===== src/hw/rtl/rdf_pkg.sv =====
// Package: shared widths, word types, character codes and digit mapping.
`timescale 1ns / 1ps

package rdf_pkg;

  localparam int INT_BITS        = 32;
  localparam int FRAC_BITS       = 32;
  localparam int MAX_FRAC_DIGITS = 30;

  localparam int IN_INT_W   = 32;
  localparam int IN_FRAC_W  = 32;
  localparam int RADIX_W    = 6;
  localparam int FRAC_CFG_W = 5;
  localparam int CHAR_W     = 7;

  localparam int CFG_INDEX_W = 2;
  localparam int CFG_DATA_W  = 6;
  localparam logic [CFG_INDEX_W-1:0] CFG_RADIX       = CFG_INDEX_W'(0);
  localparam logic [CFG_INDEX_W-1:0] CFG_FRAC_DIGITS = CFG_INDEX_W'(1);

  localparam logic [RADIX_W-1:0]    RADIX_RESET       = RADIX_W'(10);
  localparam logic [FRAC_CFG_W-1:0] FRAC_DIGITS_RESET = FRAC_CFG_W'(4);
  localparam logic [RADIX_W-1:0]    RADIX_MIN         = RADIX_W'(2);
  localparam logic [RADIX_W-1:0]    RADIX_MAX         = RADIX_W'(36);

  // integer divider retires this many dividend bits per cycle
  localparam int DIV_CHUNK  = 8;
  localparam int DIV_STEPS  = (INT_BITS + DIV_CHUNK - 1) / DIV_CHUNK;
  localparam int INT_PAD_W  = DIV_STEPS * DIV_CHUNK;
  localparam int CHUNK_CNT_W = (DIV_STEPS > 1) ? $clog2(DIV_STEPS) : 1;
  localparam int DIGIT_CNT_W = $clog2(INT_BITS + 1);
  localparam int DIGIT_IDX_W = $clog2(INT_BITS);
  localparam int FRAC_LEFT_W = $clog2(MAX_FRAC_DIGITS + 1);

  localparam int QUEUE_DEPTH = 4;
  localparam int QPTR_W      = $clog2(QUEUE_DEPTH);
  localparam int QCNT_W      = $clog2(QUEUE_DEPTH + 1);

  localparam logic [CHAR_W-1:0] CH_MINUS      = CHAR_W'(45);
  localparam logic [CHAR_W-1:0] CH_DOT        = CHAR_W'(46);
  localparam logic [CHAR_W-1:0] CH_ZERO       = CHAR_W'(48);
  localparam logic [CHAR_W-1:0] CH_ALPHA_BASE = CHAR_W'(55);
  localparam logic [RADIX_W-1:0] DIGIT_MAX_DEC = RADIX_W'(9);
  localparam logic [RADIX_W-1:0] DIGIT_MAX_ALL = RADIX_W'(35);

  typedef struct packed {
    logic                 negative;
    logic [IN_INT_W-1:0]  int_part;
    logic [IN_FRAC_W-1:0] frac_part;
  } in_word_t;

  typedef struct packed {
    logic [CHAR_W-1:0] char_code;
    logic              last;
  } out_word_t;

  typedef struct packed {
    logic      valid;
    out_word_t word;
  } push_t;

  typedef struct packed {
    logic              full;
    logic              empty;
    logic [QCNT_W-1:0] count;
  } queue_status_t;

  function automatic logic [CHAR_W-1:0] digit_to_ascii(input logic [RADIX_W-1:0] d);
    logic [CHAR_W-1:0] ch;
    if (d <= DIGIT_MAX_DEC) begin
      ch = CH_ZERO + CHAR_W'(d);
    end else if (d <= DIGIT_MAX_ALL) begin
      ch = CH_ALPHA_BASE + CHAR_W'(d);
    end else begin
      ch = '0;
    end
    return ch;
  endfunction

endpackage


===== src/hw/rtl/rdf_queue.sv =====
// Character queue between the conversion front end and the output port.
`timescale 1ns / 1ps

module rdf_queue (
  input  logic                   clk,
  input  logic                   rst,
  input  rdf_pkg::push_t         push,
  output rdf_pkg::queue_status_t status,
  output logic                   out_valid,
  input  logic                   out_stall,
  output rdf_pkg::out_word_t     out_data
);

  rdf_pkg::out_word_t             mem [rdf_pkg::QUEUE_DEPTH];
  logic [rdf_pkg::QPTR_W-1:0]     wr_ptr, wr_ptr_next;
  logic [rdf_pkg::QPTR_W-1:0]     rd_ptr, rd_ptr_next;
  logic [rdf_pkg::QCNT_W-1:0]     count, count_next;
  logic                           do_push, do_pop;

  assign status.full  = (count == rdf_pkg::QCNT_W'(rdf_pkg::QUEUE_DEPTH));
  assign status.empty = (count == '0);
  assign status.count = count;

  assign do_push = push.valid && !status.full;
  assign do_pop  = out_valid && !out_stall;

  assign out_valid = !status.empty;
  assign out_data  = mem[rd_ptr];

  always_comb begin
    wr_ptr_next = wr_ptr;
    rd_ptr_next = rd_ptr;
    count_next  = count;
    if (do_push) begin
      wr_ptr_next = (wr_ptr == rdf_pkg::QPTR_W'(rdf_pkg::QUEUE_DEPTH - 1)) ? '0
                    : wr_ptr + rdf_pkg::QPTR_W'(1);
    end
    if (do_pop) begin
      rd_ptr_next = (rd_ptr == rdf_pkg::QPTR_W'(rdf_pkg::QUEUE_DEPTH - 1)) ? '0
                    : rd_ptr + rdf_pkg::QPTR_W'(1);
    end
    unique case ({do_push, do_pop})
      2'b10:   count_next = count + rdf_pkg::QCNT_W'(1);
      2'b01:   count_next = count - rdf_pkg::QCNT_W'(1);
      default: count_next = count;
    endcase
  end

  always_ff @(posedge clk) begin
    if (rst) begin
      wr_ptr <= '0;
      rd_ptr <= '0;
      count  <= '0;
    end else begin
      wr_ptr <= wr_ptr_next;
      rd_ptr <= rd_ptr_next;
      count  <= count_next;
    end
  end

  always_ff @(posedge clk) begin
    if (do_push) begin
      mem[wr_ptr] <= push.word;
    end
  end

endmodule


===== src/hw/rtl/rdf_front.sv =====
// Front end: takes a number, divides out integer digits, generates the characters.
`timescale 1ns / 1ps

module rdf_front (
  input  logic                            clk,
  input  logic                            rst,
  input  logic                            in_valid,
  output logic                            in_stall,
  input  rdf_pkg::in_word_t               in_data,
  input  logic [rdf_pkg::RADIX_W-1:0]     radix,
  input  logic [rdf_pkg::FRAC_CFG_W-1:0]  frac_digits,
  input  rdf_pkg::queue_status_t          q_status,
  output rdf_pkg::push_t                  push
);

  typedef enum logic [5:0] {
    S_IDLE = 6'b000001,
    S_SIGN = 6'b000010,
    S_DIV  = 6'b000100,
    S_INT  = 6'b001000,
    S_DOT  = 6'b010000,
    S_FRAC = 6'b100000
  } state_t;

  localparam int PROD_W = rdf_pkg::FRAC_BITS + rdf_pkg::RADIX_W;

  state_t                              state, state_next;
  logic [rdf_pkg::DIGIT_CNT_W-1:0]     digit_count, digit_count_next;
  logic [rdf_pkg::CHUNK_CNT_W-1:0]     chunk_cnt, chunk_cnt_next;
  logic [rdf_pkg::FRAC_LEFT_W-1:0]     frac_left, frac_left_next;

  logic [rdf_pkg::INT_PAD_W-1:0]       int_work, int_work_next;
  logic [rdf_pkg::FRAC_BITS-1:0]       frac_work, frac_work_next;
  logic [rdf_pkg::RADIX_W-1:0]         rem, rem_next;
  logic [rdf_pkg::RADIX_W-1:0]         radix_work, radix_work_next;
  logic [rdf_pkg::FRAC_LEFT_W-1:0]     nf_work, nf_work_next;
  logic                                store_we;
  logic [rdf_pkg::RADIX_W-1:0]         digit_store [rdf_pkg::INT_BITS];

  logic                                accept;
  logic [rdf_pkg::RADIX_W-1:0]         radix_clamped;
  logic [rdf_pkg::FRAC_LEFT_W-1:0]     nf_clamped;
  logic [rdf_pkg::DIV_CHUNK-1:0]       top_bits, qbits;
  logic [rdf_pkg::RADIX_W:0]           rem_t;
  logic [rdf_pkg::RADIX_W-1:0]         div_rem;
  logic [rdf_pkg::INT_PAD_W-1:0]       quotient_shift;
  logic [rdf_pkg::DIGIT_CNT_W-1:0]     digit_last;
  logic [rdf_pkg::RADIX_W-1:0]         int_digit;
  logic [PROD_W-1:0]                   prod;
  logic [rdf_pkg::RADIX_W-1:0]         frac_digit;

  assign in_stall = rst || (state != S_IDLE);
  assign accept   = in_valid && !in_stall;

  always_comb begin
    if (radix < rdf_pkg::RADIX_MIN) begin
      radix_clamped = rdf_pkg::RADIX_MIN;
    end else if (radix > rdf_pkg::RADIX_MAX) begin
      radix_clamped = rdf_pkg::RADIX_MAX;
    end else begin
      radix_clamped = radix;
    end
    if (frac_digits > rdf_pkg::FRAC_CFG_W'(rdf_pkg::MAX_FRAC_DIGITS)) begin
      nf_clamped = rdf_pkg::FRAC_LEFT_W'(rdf_pkg::MAX_FRAC_DIGITS);
    end else begin
      nf_clamped = rdf_pkg::FRAC_LEFT_W'(frac_digits);
    end
  end

  // one chunk of restoring division by the radix; the remainder stays below 64
  assign top_bits = int_work[rdf_pkg::INT_PAD_W-1 -: rdf_pkg::DIV_CHUNK];

  always_comb begin
    rem_t = {1'b0, rem};
    qbits = '0;
    for (int k = 0; k < rdf_pkg::DIV_CHUNK; k++) begin
      rem_t = {rem_t[rdf_pkg::RADIX_W-1:0], top_bits[rdf_pkg::DIV_CHUNK-1-k]};
      if (rem_t >= {1'b0, radix_work}) begin
        rem_t = rem_t - {1'b0, radix_work};
        qbits[rdf_pkg::DIV_CHUNK-1-k] = 1'b1;
      end
    end
  end

  assign div_rem        = rem_t[rdf_pkg::RADIX_W-1:0];
  assign quotient_shift = rdf_pkg::INT_PAD_W'({int_work, qbits});

  assign digit_last = digit_count - rdf_pkg::DIGIT_CNT_W'(1);
  assign int_digit  = digit_store[digit_last[rdf_pkg::DIGIT_IDX_W-1:0]];

  assign prod = {{rdf_pkg::RADIX_W{1'b0}}, frac_work}
              * {{rdf_pkg::FRAC_BITS{1'b0}}, radix_work};
  assign frac_digit = prod[rdf_pkg::FRAC_BITS +: rdf_pkg::RADIX_W];

  always_comb begin
    state_next       = state;
    digit_count_next = digit_count;
    chunk_cnt_next   = chunk_cnt;
    frac_left_next   = frac_left;
    int_work_next    = int_work;
    frac_work_next   = frac_work;
    rem_next         = rem;
    radix_work_next  = radix_work;
    nf_work_next     = nf_work;
    store_we         = 1'b0;
    push.valid       = 1'b0;
    push.word        = '0;

    unique case (state)
      S_IDLE: begin
        if (accept) begin
          int_work_next    = rdf_pkg::INT_PAD_W'(in_data.int_part[rdf_pkg::INT_BITS-1:0]);
          frac_work_next   = in_data.frac_part[rdf_pkg::FRAC_BITS-1:0];
          radix_work_next  = radix_clamped;
          nf_work_next     = nf_clamped;
          rem_next         = '0;
          chunk_cnt_next   = '0;
          digit_count_next = '0;
          state_next       = in_data.negative ? S_SIGN : S_DIV;
        end
      end
      S_SIGN: begin
        push.word.char_code = rdf_pkg::CH_MINUS;
        push.valid          = !q_status.full;
        if (!q_status.full) begin
          state_next = S_DIV;
        end
      end
      S_DIV: begin
        int_work_next = quotient_shift;
        rem_next      = div_rem;
        if (chunk_cnt == rdf_pkg::CHUNK_CNT_W'(rdf_pkg::DIV_STEPS - 1)) begin
          store_we         = 1'b1;
          rem_next         = '0;
          chunk_cnt_next   = '0;
          digit_count_next = digit_count + rdf_pkg::DIGIT_CNT_W'(1);
          if (quotient_shift == '0 ||
              digit_count_next == rdf_pkg::DIGIT_CNT_W'(rdf_pkg::INT_BITS)) begin
            state_next = S_INT;
          end
        end else begin
          chunk_cnt_next = chunk_cnt + rdf_pkg::CHUNK_CNT_W'(1);
        end
      end
      S_INT: begin
        // digits were stored least significant first; read them back downward
        push.word.char_code = rdf_pkg::digit_to_ascii(int_digit);
        push.valid          = !q_status.full;
        if (!q_status.full) begin
          digit_count_next = digit_last;
          if (digit_last == '0) begin
            state_next = S_DOT;
          end
        end
      end
      S_DOT: begin
        push.word.char_code = rdf_pkg::CH_DOT;
        push.word.last      = (nf_work == '0);
        push.valid          = !q_status.full;
        if (!q_status.full) begin
          frac_left_next = nf_work;
          state_next     = (nf_work == '0) ? S_IDLE : S_FRAC;
        end
      end
      S_FRAC: begin
        push.word.char_code = rdf_pkg::digit_to_ascii(frac_digit);
        push.word.last      = (frac_left == rdf_pkg::FRAC_LEFT_W'(1));
        push.valid          = !q_status.full;
        if (!q_status.full) begin
          frac_work_next = prod[rdf_pkg::FRAC_BITS-1:0];
          frac_left_next = frac_left - rdf_pkg::FRAC_LEFT_W'(1);
          if (frac_left == rdf_pkg::FRAC_LEFT_W'(1)) begin
            state_next = S_IDLE;
          end
        end
      end
      default: begin
        state_next = S_IDLE;
      end
    endcase
  end

  always_ff @(posedge clk) begin
    if (rst) begin
      state       <= S_IDLE;
      digit_count <= '0;
      chunk_cnt   <= '0;
      frac_left   <= '0;
    end else begin
      state       <= state_next;
      digit_count <= digit_count_next;
      chunk_cnt   <= chunk_cnt_next;
      frac_left   <= frac_left_next;
    end
  end

  always_ff @(posedge clk) begin
    int_work   <= int_work_next;
    frac_work  <= frac_work_next;
    rem        <= rem_next;
    radix_work <= radix_work_next;
    nf_work    <= nf_work_next;
    if (store_we) begin
      digit_store[digit_count[rdf_pkg::DIGIT_IDX_W-1:0]] <= div_rem;
    end
  end

endmodule


===== src/hw/rtl/radix_digit_formatter_top.sv =====
// Top level: config registers, conversion front end and character queue.
//
// Usage: a number word (sign flag, integer part, Q0.32 fraction) enters on
// in_valid/in_stall and comes out as a string of ASCII character words on
// out_valid/out_stall: optional '-', integer digits most significant first,
// '.', then frac_digits fraction digits; the final word has last set.
// cfg_valid/cfg_ready writes radix (index 0) and frac_digits (index 1);
// cfg_ready is always high, and the values are sampled when a number is taken.
// Timing: the integer divider retires 8 bits of dividend per cycle. A sign
// character is sent before the division starts; all integer digits are divided
// out before the top one is sent. Each character then enters a 4-word queue, one
// per cycle while the queue is not full. A new number is taken once the last
// character of the previous one is in the queue.
// Reset: synchronous, clears the queue, returns to idle and restores radix 10
// and 4 fraction digits. While out_stall is high the queue fills and the
// front end waits; nothing is lost or reordered.
`timescale 1ns / 1ps

module radix_digit_formatter_top (
  input  logic                              clk,
  input  logic                              rst,
  input  logic                              in_valid,
  output logic                              in_stall,
  input  rdf_pkg::in_word_t                 in_data,
  output logic                              out_valid,
  input  logic                              out_stall,
  output rdf_pkg::out_word_t                out_data,
  input  logic                              cfg_valid,
  output logic                              cfg_ready,
  input  logic [rdf_pkg::CFG_INDEX_W-1:0]   cfg_index,
  input  logic [rdf_pkg::CFG_DATA_W-1:0]    cfg_data
);

  logic [rdf_pkg::RADIX_W-1:0]    radix;
  logic [rdf_pkg::FRAC_CFG_W-1:0] frac_digits;
  rdf_pkg::push_t                 push;
  rdf_pkg::queue_status_t         q_status;

  assign cfg_ready = 1'b1;

  always_ff @(posedge clk) begin
    if (rst) begin
      radix       <= rdf_pkg::RADIX_RESET;
      frac_digits <= rdf_pkg::FRAC_DIGITS_RESET;
    end else if (cfg_valid && cfg_ready) begin
      if (cfg_index == rdf_pkg::CFG_RADIX) begin
        radix <= cfg_data[rdf_pkg::RADIX_W-1:0];
      end else if (cfg_index == rdf_pkg::CFG_FRAC_DIGITS) begin
        frac_digits <= cfg_data[rdf_pkg::FRAC_CFG_W-1:0];
      end
    end
  end

  rdf_front u_front (
    .clk         (clk),
    .rst         (rst),
    .in_valid    (in_valid),
    .in_stall    (in_stall),
    .in_data     (in_data),
    .radix       (radix),
    .frac_digits (frac_digits),
    .q_status    (q_status),
    .push        (push)
  );

  rdf_queue u_queue (
    .clk       (clk),
    .rst       (rst),
    .push      (push),
    .status    (q_status),
    .out_valid (out_valid),
    .out_stall (out_stall),
    .out_data  (out_data)
  );

  // a taken number keeps the front end busy for at least the next cycle
  a_busy_after_accept: assert property (@(posedge clk) disable iff (rst)
    in_valid && !in_stall |=> in_stall)
    else $error("front end ready right after taking a number");

  // the front end never pushes into a full queue
  a_no_overflow: assert property (@(posedge clk) disable iff (rst)
    !(push.valid && q_status.full))
    else $error("character pushed into full queue");

  // an idle front end produces no characters
  a_idle_quiet: assert property (@(posedge clk) disable iff (rst)
    !in_stall |-> !push.valid)
    else $error("character pushed while idle");

endmodule


===== config.mk =====
export PLATFORM = sky130hd
export DESIGN_NAME = radix_digit_formatter_top
export DESIGN_NICKNAME = d
export VERILOG_FILES = /design/src/hw/rtl/rdf_pkg.sv /design/src/hw/rtl/rdf_queue.sv /design/src/hw/rtl/rdf_front.sv /design/src/hw/rtl/radix_digit_formatter_top.sv
export SDC_FILE = /design/constraint.sdc
export NUM_CORES = 1
export LEC_CHECK = 0
export BUFFER_PORTS_ARGS = -buffer_cell sky130_fd_sc_hd__buf_4
export CORE_UTILIZATION = 46
export CTS_CLUSTER_DIAMETER = 200
export DETAILED_ROUTE_END_ITERATION = 16
export PLACE_DENSITY = 0.68
export SLEW_MARGIN = 10
export SYNTH_ARGS = -nofsm -noshare
export SYNTH_HDL_FRONTEND = slang
export SYNTH_SLANG_ARGS = --single-unit

===== constraint.sdc =====
create_clock -name clk -period 21.9 [get_ports clk]
set_input_delay 3.285 -clock clk [delete_from_list [all_inputs] [get_ports clk]]
set_output_delay 3.285 -clock clk [all_outputs]
set_load 0.05 [all_outputs]

After elaboration in Yosys (flattened, before gate mapping)
Memories as Yosys holds them, arrays and structs flattened. A register that Yosys moved wholly into a read port is not among the register bits.
Cells that the tools add are included.
- add/subtract/negate cells: 20
- $mul: 1
- div/mod/pow operators: 0
- magnitude comparators: 15
- equal/unequal tests: 25
- shift-type cells: 0
- multiplexer cells: 63
- bitwise operators: 1
- reductions and logical operators: 28
- operators by type and width (operator ; count):
    two-way mux 6 bit ; 23
    one-hot mux 32 bit (2 select lines) ; 2
    two-way mux 32 bit ; 3
    greater-or-equal comparator 7 x 6 -> 1 bit ; 8
    subtractor 6 bit ; 8
    multiplier 32 x 6 -> 38 bit ; 1
    one-hot mux 6 bit (6 select lines) ; 1
    logical NOT 32 bit ; 1
    one-hot mux 8 bit (4 select lines) ; 1
    adder 6 x 6 -> 7 bit (first input constant) ; 4
    two-way mux 7 bit ; 4
    one-hot mux 6 bit (3 select lines) ; 1
    two-way mux 1 bit ; 14
    == test 6 bit (second input constant) ; 2
    <= comparator 6 x 4 -> 1 bit (second input constant) ; 2
    <= comparator 6 bit (second input constant) ; 2
    two-way mux 2 bit ; 6
    one-hot mux 6 bit (2 select lines) ; 1
    two-way mux 5 bit ; 2
    != test 2 x 1 -> 1 bit (second input constant) ; 5
    one-hot mux 5 bit (2 select lines) ; 1
    AND reduction 3 bit ; 3
    AND reduction 9 bit ; 1
    == test 2 bit (second input constant) ; 4
    36 further kinds ; 53
- register bits: 118
- latch bits: 0
- memory bits (writable): 224
- memory bits (read-only): 0
- input bits: 78
- word-level logic and storage cells: 170
- memories: 2
- memories (name ; depth ; width ; rd ports ; clocked after Yosys merged registers in ; wr ports ; RTL line ; source):
    u_front.digit_store ; 32 ; 6 ; 1 ; 0 ; 1 ; rdf_front.sv:38 ; logic [rdf_pkg::RADIX_W-1:0] digit_store [rdf_pkg::INT_BITS];
    u_queue.mem ; 4 ; 8 ; 1 ; 1 ; 1 ; rdf_queue.sv:14 ; rdf_pkg::out_word_t mem [rdf_pkg::QUEUE_DEPTH];

Logic depth before layout (Yosys ltp)
Gate-level depths: netlist (run 1).
- depth after elaboration: 21
- depth in mapped cells: 85
- depth with buffers taken out: 80

Hierarchy
Synthesis (run 1) repeated with hierarchy kept, for this count alone.
- cells, all modules: 2037
- area, all modules: 22988.3 µm²
- modules (own cells, without submodules) (module ; instances ; cells an instance ; area each (µm²)):
    rdf_front ; 1 ; 1891 ; 20833.7
    rdf_queue ; 1 ; 97 ; 1656.6
    radix_digit_formatter_top ; 1 ; 49 ; 498.0

Worst setup path before layout (run 1)
OpenSTA, ideal clock, no wires.
- path kind: reg2reg
- from: register u_front.radix_work[1] (netlist bit)
- to: memory u_front.digit_store[0][0] (netlist bit) (data pin)
- setup time: 0.377 ns
- arrival time: 16.590 ns
- data required time: 21.523 ns
- slack: 4.933 ns
- stages on the path, launching flop included: 78
- cell sequence: edfxtp_1 clkbuf_1 inv_1 ha_1 nand2b_1 a21oi_2 o311ai_1 nand2_1 o21ai_0 inv_1 ha_1 nor2b_1 o31a_1 o31ai_4 o311a_2 clkbuf_1 mux2_2 ha_1 [42 not listed] o21ai_0 nand2b_1 a21o_1 a21o_1 a211oi_1 inv_1 a311oi_4 o21ai_2 mux2i_1 ha_1 a21o_1 a21o_1 a21o_1 a21o_1 a31o_2 a21oi_1 o211ai_2 a21oi_1
- cells in the longest elaborated chain, start to end: 16
- elaborated cells between the ends (all ways): 23
- those cells by class: add/sub (7); order compare (8); mux (8)
- ends and longest elaborated chain (what ; RTL line ; source):
    start, declared ; rdf_front.sv:35 ; logic [rdf_pkg::RADIX_W-1:0] radix_work, radix_work_next;
    start signal, assigned ; rdf_front.sv:201 ; radix_work <= radix_work_next;
    subtractor 6 bit / greater-or-equal comparator 7 x 6 -> 1 bit (equally long branches) ; rdf_front.sv:79, rdf_front.sv:78 ;
    two-way mux 6 bit ; rdf_front.sv:78 ; if (rem_t >= {1'b0, radix_work}) begin
    subtractor 6 bit / greater-or-equal comparator 7 x 6 -> 1 bit (equally long branches) ; rdf_front.sv:79, rdf_front.sv:78 ;
    two-way mux 6 bit ; rdf_front.sv:78 ;
    subtractor 6 bit / greater-or-equal comparator 7 x 6 -> 1 bit (equally long branches) ; rdf_front.sv:79, rdf_front.sv:78 ;
    two-way mux 6 bit ; rdf_front.sv:78 ;
    subtractor 6 bit / greater-or-equal comparator 7 x 6 -> 1 bit (equally long branches) ; rdf_front.sv:79, rdf_front.sv:78 ;
    two-way mux 6 bit ; rdf_front.sv:78 ;
    subtractor 6 bit / greater-or-equal comparator 7 x 6 -> 1 bit (equally long branches) ; rdf_front.sv:79, rdf_front.sv:78 ;
    two-way mux 6 bit ; rdf_front.sv:78 ;
    greater-or-equal comparator 7 x 6 -> 1 bit / subtractor 6 bit (equally long branches) ; rdf_front.sv:78, rdf_front.sv:79 ;
    two-way mux 6 bit ; rdf_front.sv:78 ;
    subtractor 6 bit / greater-or-equal comparator 7 x 6 -> 1 bit (equally long branches) ; rdf_front.sv:79, rdf_front.sv:78 ;
    two-way mux 6 bit ; rdf_front.sv:78 ;
    greater-or-equal comparator 7 x 6 -> 1 bit (*) ; rdf_front.sv:78 ;
    two-way mux 6 bit (*) ; rdf_front.sv:78 ;
    net u_front.rem_t (one bit) ; rdf_front.sv:44 ; logic [rdf_pkg::RADIX_W:0] rem_t;
    end, declared ; rdf_front.sv:38 ;
Mark *: on every way through the listed nets, which the timed path passes. The rest lies on a longest branch.

Worst setup path in the final report (run 1)
- from: register u_front.radix_work[2] (netlist bit)
- to: register u_front.rem[2] (netlist bit) (data pin)
- cells in the longest elaborated chain, start to end: 18
- elaborated cells between the ends (all ways): 26
- those cells by class: add/sub (8); order compare (8); mux (10)
- ends and longest elaborated chain (what ; RTL line ; source):
    subtractor 6 bit / greater-or-equal comparator 7 x 6 -> 1 bit (equally long branches) ; rdf_front.sv:79, rdf_front.sv:78 ;
    two-way mux 6 bit ; rdf_front.sv:78 ;
    subtractor 6 bit / greater-or-equal comparator 7 x 6 -> 1 bit (equally long branches) ; rdf_front.sv:79, rdf_front.sv:78 ;
    two-way mux 6 bit ; rdf_front.sv:78 ;
    subtractor 6 bit / greater-or-equal comparator 7 x 6 -> 1 bit (equally long branches) ; rdf_front.sv:79, rdf_front.sv:78 ;
    two-way mux 6 bit ; rdf_front.sv:78 ;
    subtractor 6 bit / greater-or-equal comparator 7 x 6 -> 1 bit (equally long branches) ; rdf_front.sv:79, rdf_front.sv:78 ;
    two-way mux 6 bit ; rdf_front.sv:78 ;
    [3 not listed] ; -- ;
    two-way mux 6 bit ; rdf_front.sv:78 ;
    greater-or-equal comparator 7 x 6 -> 1 bit / subtractor 6 bit (equally long branches) ; rdf_front.sv:78, rdf_front.sv:79 ;
    two-way mux 6 bit ; rdf_front.sv:78 ;
    subtractor 6 bit / greater-or-equal comparator 7 x 6 -> 1 bit (equally long branches) ; rdf_front.sv:79, rdf_front.sv:78 ;
    two-way mux 6 bit (*) ; rdf_front.sv:78 ;
    net u_front.rem_t (one bit) ; rdf_front.sv:44 ;
    two-way mux 6 bit (*) ; rdf_front.sv:132 ; if (chunk_cnt == rdf_pkg::CHUNK_CNT_W'(rdf_pkg::DIV_STEPS - 1)) begin
    one-hot mux 6 bit (2 select lines) (*) ; rdf_front.sv:109 ; unique case (state)
    end signal, assigned ; rdf_front.sv:200 ; rem <= rem_next;
    end, declared ; rdf_front.sv:34 ; logic [rdf_pkg::RADIX_W-1:0] rem, rem_next;
Marks and branches as above.
A chain may end at the register's enable or synchronous reset.

==> run summary, run 1 <==
status - completed
GRT Total Usage - 22.37%
Seq/Total Area, Yosys - 42.96%
placed instance area - 24450 um^2
Resize count post-CTS - 0
ys flop type - edfxtp_1
HP Class - register to register
die width - 226.3 um
Initial DRC Count - 1244
commonest non-fill, non-tap cell in the layout - nand2_1
Final period util - 88.14%
Syn Nets - 2444
syn avg cell area - 10.94 um^2
count of state elements after synthesis - 344
cell row count - 81
Worst-path clk slew - 0.06 ns
mapped cell area - 23130 um^2
vias in the first global route - 16730
CTS tree - done
Setup TNS - 0 ns
core footprint - 49250 um^2
most used cell, CP - ha_1
crit start category - register
critical path type - register to register
Antenna diodes - 0
Slew headroom - 32.04%
layout cells sized above 1 - 12.60%
cts hold-fix bufs - 0
num ports - 89
NumNets Final - 2512
WP data arrival - 19.73 ns
Post-synth EDFFs - 305
share of the synthesized area in the top cell type - 39.59%
setup bufs post-CTS - 0
max incr delay on CP - 0.77 ns
clock insertion delay at the later pin of the skew report - 0.58 ns
clk_skew - 0.03384 ns
CP max FO - 33
Area growth syn-to-layout - 11.45%
Worst EP required - 22.33 ns
routed wire length - 55700 um
die height - 226.3 um
post-DP HPWL - 39970 um
cells after synthesis - 2115
CP endpoint kind - register
global-route wire length before repair - 88750 um
drt first pass iters - 5
gpl congestion - 0.9105
Starting Density - 46.97%
Finish-stage setup viols - 0
Worst Tran Pin Value - 1.016 ns
unrepaired setup endpoints after global routing - no
Slowest-stage cell, CP - mux2_2
final instance area - 25780 um^2
I/O Buffers - 87
CTS Buf Count - 39
via count - 16350
clk buf depth - 3
FFs w/ async S/R, synth - 0%
ranking of synthesized cells by area - edfxtp_1 40%, fa_1 11%, ha_1 6.5%
Routed Antenna Nets - 0
WL/cell - 19.35 um
most frequent cells in the layout - 384 x nand2_1, 305 x edfxtp_1, 204 x inv_1
Final min period - 19.30 ns
unique cell type count in the Yosys netlist - 97
clock sink count - 344
max-slew violations - 0
post-synth top area cell - edfxtp_1
via/cell ratio - 5.681
Hold Vio Cnt, Final - 0
YS warnings - 0
clk root buf - clkbuf_16
antenna violations before repair - 0
max-cap viol count - 0
f_max - 51.80 MHz
CTS H-Tree Depth - 2
largest net degree at the start of global routing - 74
gr ovfl total - 0
Die ar. - 51190 um^2
# DRC - 0
==> critical path: cells and delay by family (launching register included) <==
kind                       cells  cell delay [ns]
AOI/OAI and AO/OA             41            10.65
adders and majority gates      8             2.58
buffers and inverters          6             1.12
DFF                            1             0.32
muxes                          4             1.74
and+or+nand+nor               13             2.73
==> cell usage after synthesis, drive strengths merged, types with 12 or more instances <==
| cell | count |
|---|---|
| mux4 | 62 |
| nor2 | 131 |
| and3 | 12 |
| mux2i | 25 |
| a21o | 38 |
| nor2b | 14 |
| nor3 | 17 |
| o21ai | 94 |
| o21a | 16 |
| nand2 | 385 |
| clkbuf | 61 |
| nand2b | 18 |
| o22ai | 12 |
| xor2 | 27 |
| nand3 | 37 |
| xnor2 | 36 |
| inv | 204 |
| fa | 130 |
| and2 | 31 |
| dfxtp | 39 |
| buf | 16 |
| a211oi | 16 |
| a21oi | 88 |
| ha | 121 |
| edfxtp | 305 |
==> state kept, by name (all words and copies together), names as in the netlist, named ones only <==
signal / count
u_queue.rd_ptr: 2
u_front.radix_work: 6
u_queue.count: 3
u_front.digit_count: 6
u_front.rem: 6
u_queue.mem: 32
u_front.digit_store: 192
u_front.chunk_cnt: 2
u_front.nf_work: 5
radix: 6
frac_digits: 5
u_front.state: 6
u_queue.wr_ptr: 2
u_front.int_work: 32
u_front.frac_work: 32
u_front.frac_left: 5
==> through the flow <==
step | cells | util (%) | setup slack [ns] | hold WS, ns
CTS | 2878 | 52.33 | 2.511 | 0.4618
global placement | 2806 | 49.65 | 3.384 | 0.4561
finish | 2878 | 52.35 | 2.596 | 0.4621
global route | 2878 | 52.35 | 1.293 | 0.4785
floorplan | 2115 | - | 4.933 | 0.4516
detailed placement | 2806 | 49.65 | 2.593 | 0.4489
==> kinds of logic (layout without fill, tap and decap cells) <==
| family | count (synthesis) | in the layout | synth area share, % |
|---|---|---|---|
| other | 1 | 1 | 0.01621 |
| DFF | 344 | 344 | 42.96 |
| AOI/OAI and AO/OA | 364 | 364 | 10.69 |
| xor gates and xnor gates | 63 | 63 | 2.385 |
| muxes | 98 | 98 | 7.707 |
| buffers and inverters | 281 | 380 | 4.694 |
| and+or+nand+nor | 712 | 712 | 13.70 |
| adders and majority gates | 252 | 252 | 17.84 |
==> worst paths after layout <==
check | from | to | slack (ns) | cells after the start
worst min-delay path | frac_digits[2]$_SDFFE_PP1P_ | u_front.nf_work[2]$_SDFFCE_PN1P_ | 0.46 | 0
worst max-delay path | u_front.radix_work[2]$_SDFFCE_PP0P_ | u_front.rem[2]$_SDFFCE_PP0P_ | 2.60 | 72
worst max register to register | u_front.radix_work[2]$_SDFFCE_PP0P_ | u_front.rem[2]$_SDFFCE_PP0P_ | 2.60 | 72
worst min register to register | frac_digits[2]$_SDFFE_PP1P_ | u_front.nf_work[2]$_SDFFCE_PN1P_ | 0.46 | 0
==> per-layer routing <==
layer	part of all wire, %	track usage [%]	up-vias
met5	0	0	-
met4	2.9	6.997	0
li1	-	-	7592
met2	48	37.55	517
met1	43	29.81	8127
met3	5.7	3.421	115
==> final cells by class <==
class                      count  area, um^2
clock buffer                  44        1037
sequential                   344        9943
multi-input combinational   1490       12140
fill                        4338       23470
timing repair buffer         104       780.7
clock inverter                28       284.0
tap                          664       830.8
inverter                     204       765.7
Power of run 1 is left out: the tool's default activity adds up to more than one toggle a clock period on the data nets, which glitch-free logic cannot reach.
==> inputs of run 2 (changes only) <==
Settings changed: GPL_TIMING_DRIVEN set to 0, PLACE_DENSITY 0.68 to 0.71.
Clock period 21.9 ns to 17.2 ns, I/O delays scaled along.
==> run 2 against run 1 <==
Net effect:
- global-route usage increased by 1.2 points
- register-to-register slack got worse by 2.0 ns
- wire length increased by 6.7%
- critical path depth increased by 9
- via count increased by 3.8%
- final cell count increased by 3.3%
- maximum frequency increased by 16%
- count of clock-buffer cells in the layout unchanged
- worst hold slack improved by 0.024 ns
- highest routed layer is now met5
==> run summary, run 2 (synthesis gave the netlist of run 1 again) <==
Slowest-stage cell, CP - fa_1
Starting Density - 46.97%
FF-to-FF End - u_front.state[5]$_SDFFE_PP0P_
num ports - 89
global-route wire length before repair - 92780 um
via/cell ratio - 5.713
die height - 226.3 um
gr ovfl total - 0
most frequent cells in the layout - 381 x nand2_1, 305 x edfxtp_1, 198 x inv_1
WL/cell - 19.99 um
die width - 226.3 um
clk root buf - clkbuf_16
drt first pass iters - 5
clock insertion delay at the later pin of the skew report - 0.56 ns
WP data arrival - 17.06 ns
cts hold-fix bufs - 0
number of flip-flops in the largest register - 192
clk_skew - 0.02061 ns
via count - 16980
# DRC - 0
CTS Buf Count - 39
NumNets Final - 2604
hold_sp - u_front.frac_left[4]$_SDFFE_PP0P_
CTS H-Tree Depth - 2
clock sink count - 344
most used cell, CP - ha_1
critical path type - register to register
post-DP HPWL - 42610 um
Die ar. - 51190 um^2
Worst Hold End - u_front.frac_left[4]$_SDFFE_PP0P_
placed instance area - 24680 um^2
antenna violations before repair - 3
worst path buffer plus inverter count - 11
final-layout fill cell count - 4203
Setup TNS - 0 ns
Finish-stage setup viols - 0
vias in the first global route - 17000
layout cells sized above 1 - 14.84%
Inst Count DP - 2868
Area growth syn-to-layout - 14.76%
Place WS - -2.991 ns
I/O Buffers - 87
f_max - 60.29 MHz
routed wire length - 59420 um
CTS tree - done
Slew headroom - 34.65%
gpl congestion - 0.9377
Final min period - 16.59 ns
Worst EP required - 17.68 ns
Worst Hold Depth - 2
cell row count - 81
Layout Cells excl Fill - 2972
max-slew violations - 0
Worst-path clk slew - 0.06 ns
final instance area - 26550 um^2
status - completed
CP max FO - 10
max incr delay on CP - 0.47 ns
GRT Total Usage - 23.56%
commonest non-fill, non-tap cell in the layout - nand2_1
Final period util - 96.43%
Routed Antenna Nets - 0
Initial DRC Count - 1281
CP endpoint kind - register
clk buf depth - 3
core footprint - 49250 um^2
crit start category - register
Worst Tran Pin Value - 0.9802 ns
CP delay by family, top - compound AO/OA/AOI/OAI gates
HP Class - register to register
Worst R2R Start - u_front.radix_work[1]$_SDFFCE_PP1P_
max-cap viol count - 0
fin worst setup slack - 0.6145 ns
reg2reg path depth - 81
Reg2Reg Setup Slack - 0.61 ns
Worst path depth - 81
Hold Vio Cnt, Final - 0
largest net degree at the start of global routing - 39
run 2: through the flow:
step | util [%] | hold slack, ns
2_1_floorplan | - | 0.4516
3_3_place_gp | 49.98 | 0.4572
3_5_place_dp | 50.11 | 0.4712
4_1_cts | 53.48 | 0.4808
5_1_grt | 53.90 | 0.5053
6_report | 53.90 | 0.4857
run 2: worst max path at each step:
stage                                         from  slack [ns]                                    to
6_report       u_front.radix_work[1]$_SDFFCE_PP1P_        0.61         u_front.state[5]$_SDFFE_PP0P_
5_1_grt        u_front.radix_work[1]$_SDFFCE_PP1P_       -0.05         u_front.state[5]$_SDFFE_PP0P_
4_1_cts        u_front.radix_work[2]$_SDFFCE_PP0P_        0.04         u_front.state[5]$_SDFFE_PP0P_
3_5_place_dp   u_front.radix_work[1]$_SDFFCE_PP1P_       -2.99          u_front.rem[1]$_SDFFCE_PP0P_
3_3_place_gp   u_front.radix_work[1]$_SDFFCE_PP1P_       -3.75  u_front.digit_store[30][0]$_DFFE_PP_
2_1_floorplan  u_front.radix_work[1]$_SDFFCE_PP1P_        0.23   u_front.digit_store[0][0]$_DFFE_PP_
run 2: cell type report:
cell class / count / area, um^2 / area share [%]
Clock buffer: 44 / 1005 / 3.784
Multi-Input combinational cell: 1494 / 12420 / 46.80
Sequential cell: 344 / 9940 / 37.44
Buffer: 76 / 339.1 / 1.277
Timing Repair Buffer: 116 / 907.1 / 3.417
Antenna cell: 3 / 7.507 / 0.02828
Clock inverter: 27 / 311.5 / 1.173
Tap cell: 664 / 830.8 / 3.129
Inverter: 204 / 784.5 / 2.955
run 2: worst min-delay path, cell delays in order (launching register included):
cell and delay, ns:
dfxtp_1 0.32, inv_1 0.05, a221oi_1 0.06
run 2: repair_timing:
item / 4_1_cts / 5_1_grt
gates resized for setup: 46 / 34
buffers inserted: 16 / 11
setup endpoints to repair: 206 / 205
pin swaps: 2 / 10
gates cloned: 4 / 0
run 2: layer usage:
metal / wire, um / track usage (%) / vias to the layer above
li1: - / - / 7799
met1: 24410 / 30.87 / 8355
met2: 28070 / 38.84 / 681
met3: 4832 / 4.121 / 142
met4: 2088 / 9.394 / 2
met5: 13 / 0 / -
Power of run 2 is left out for the same reason.
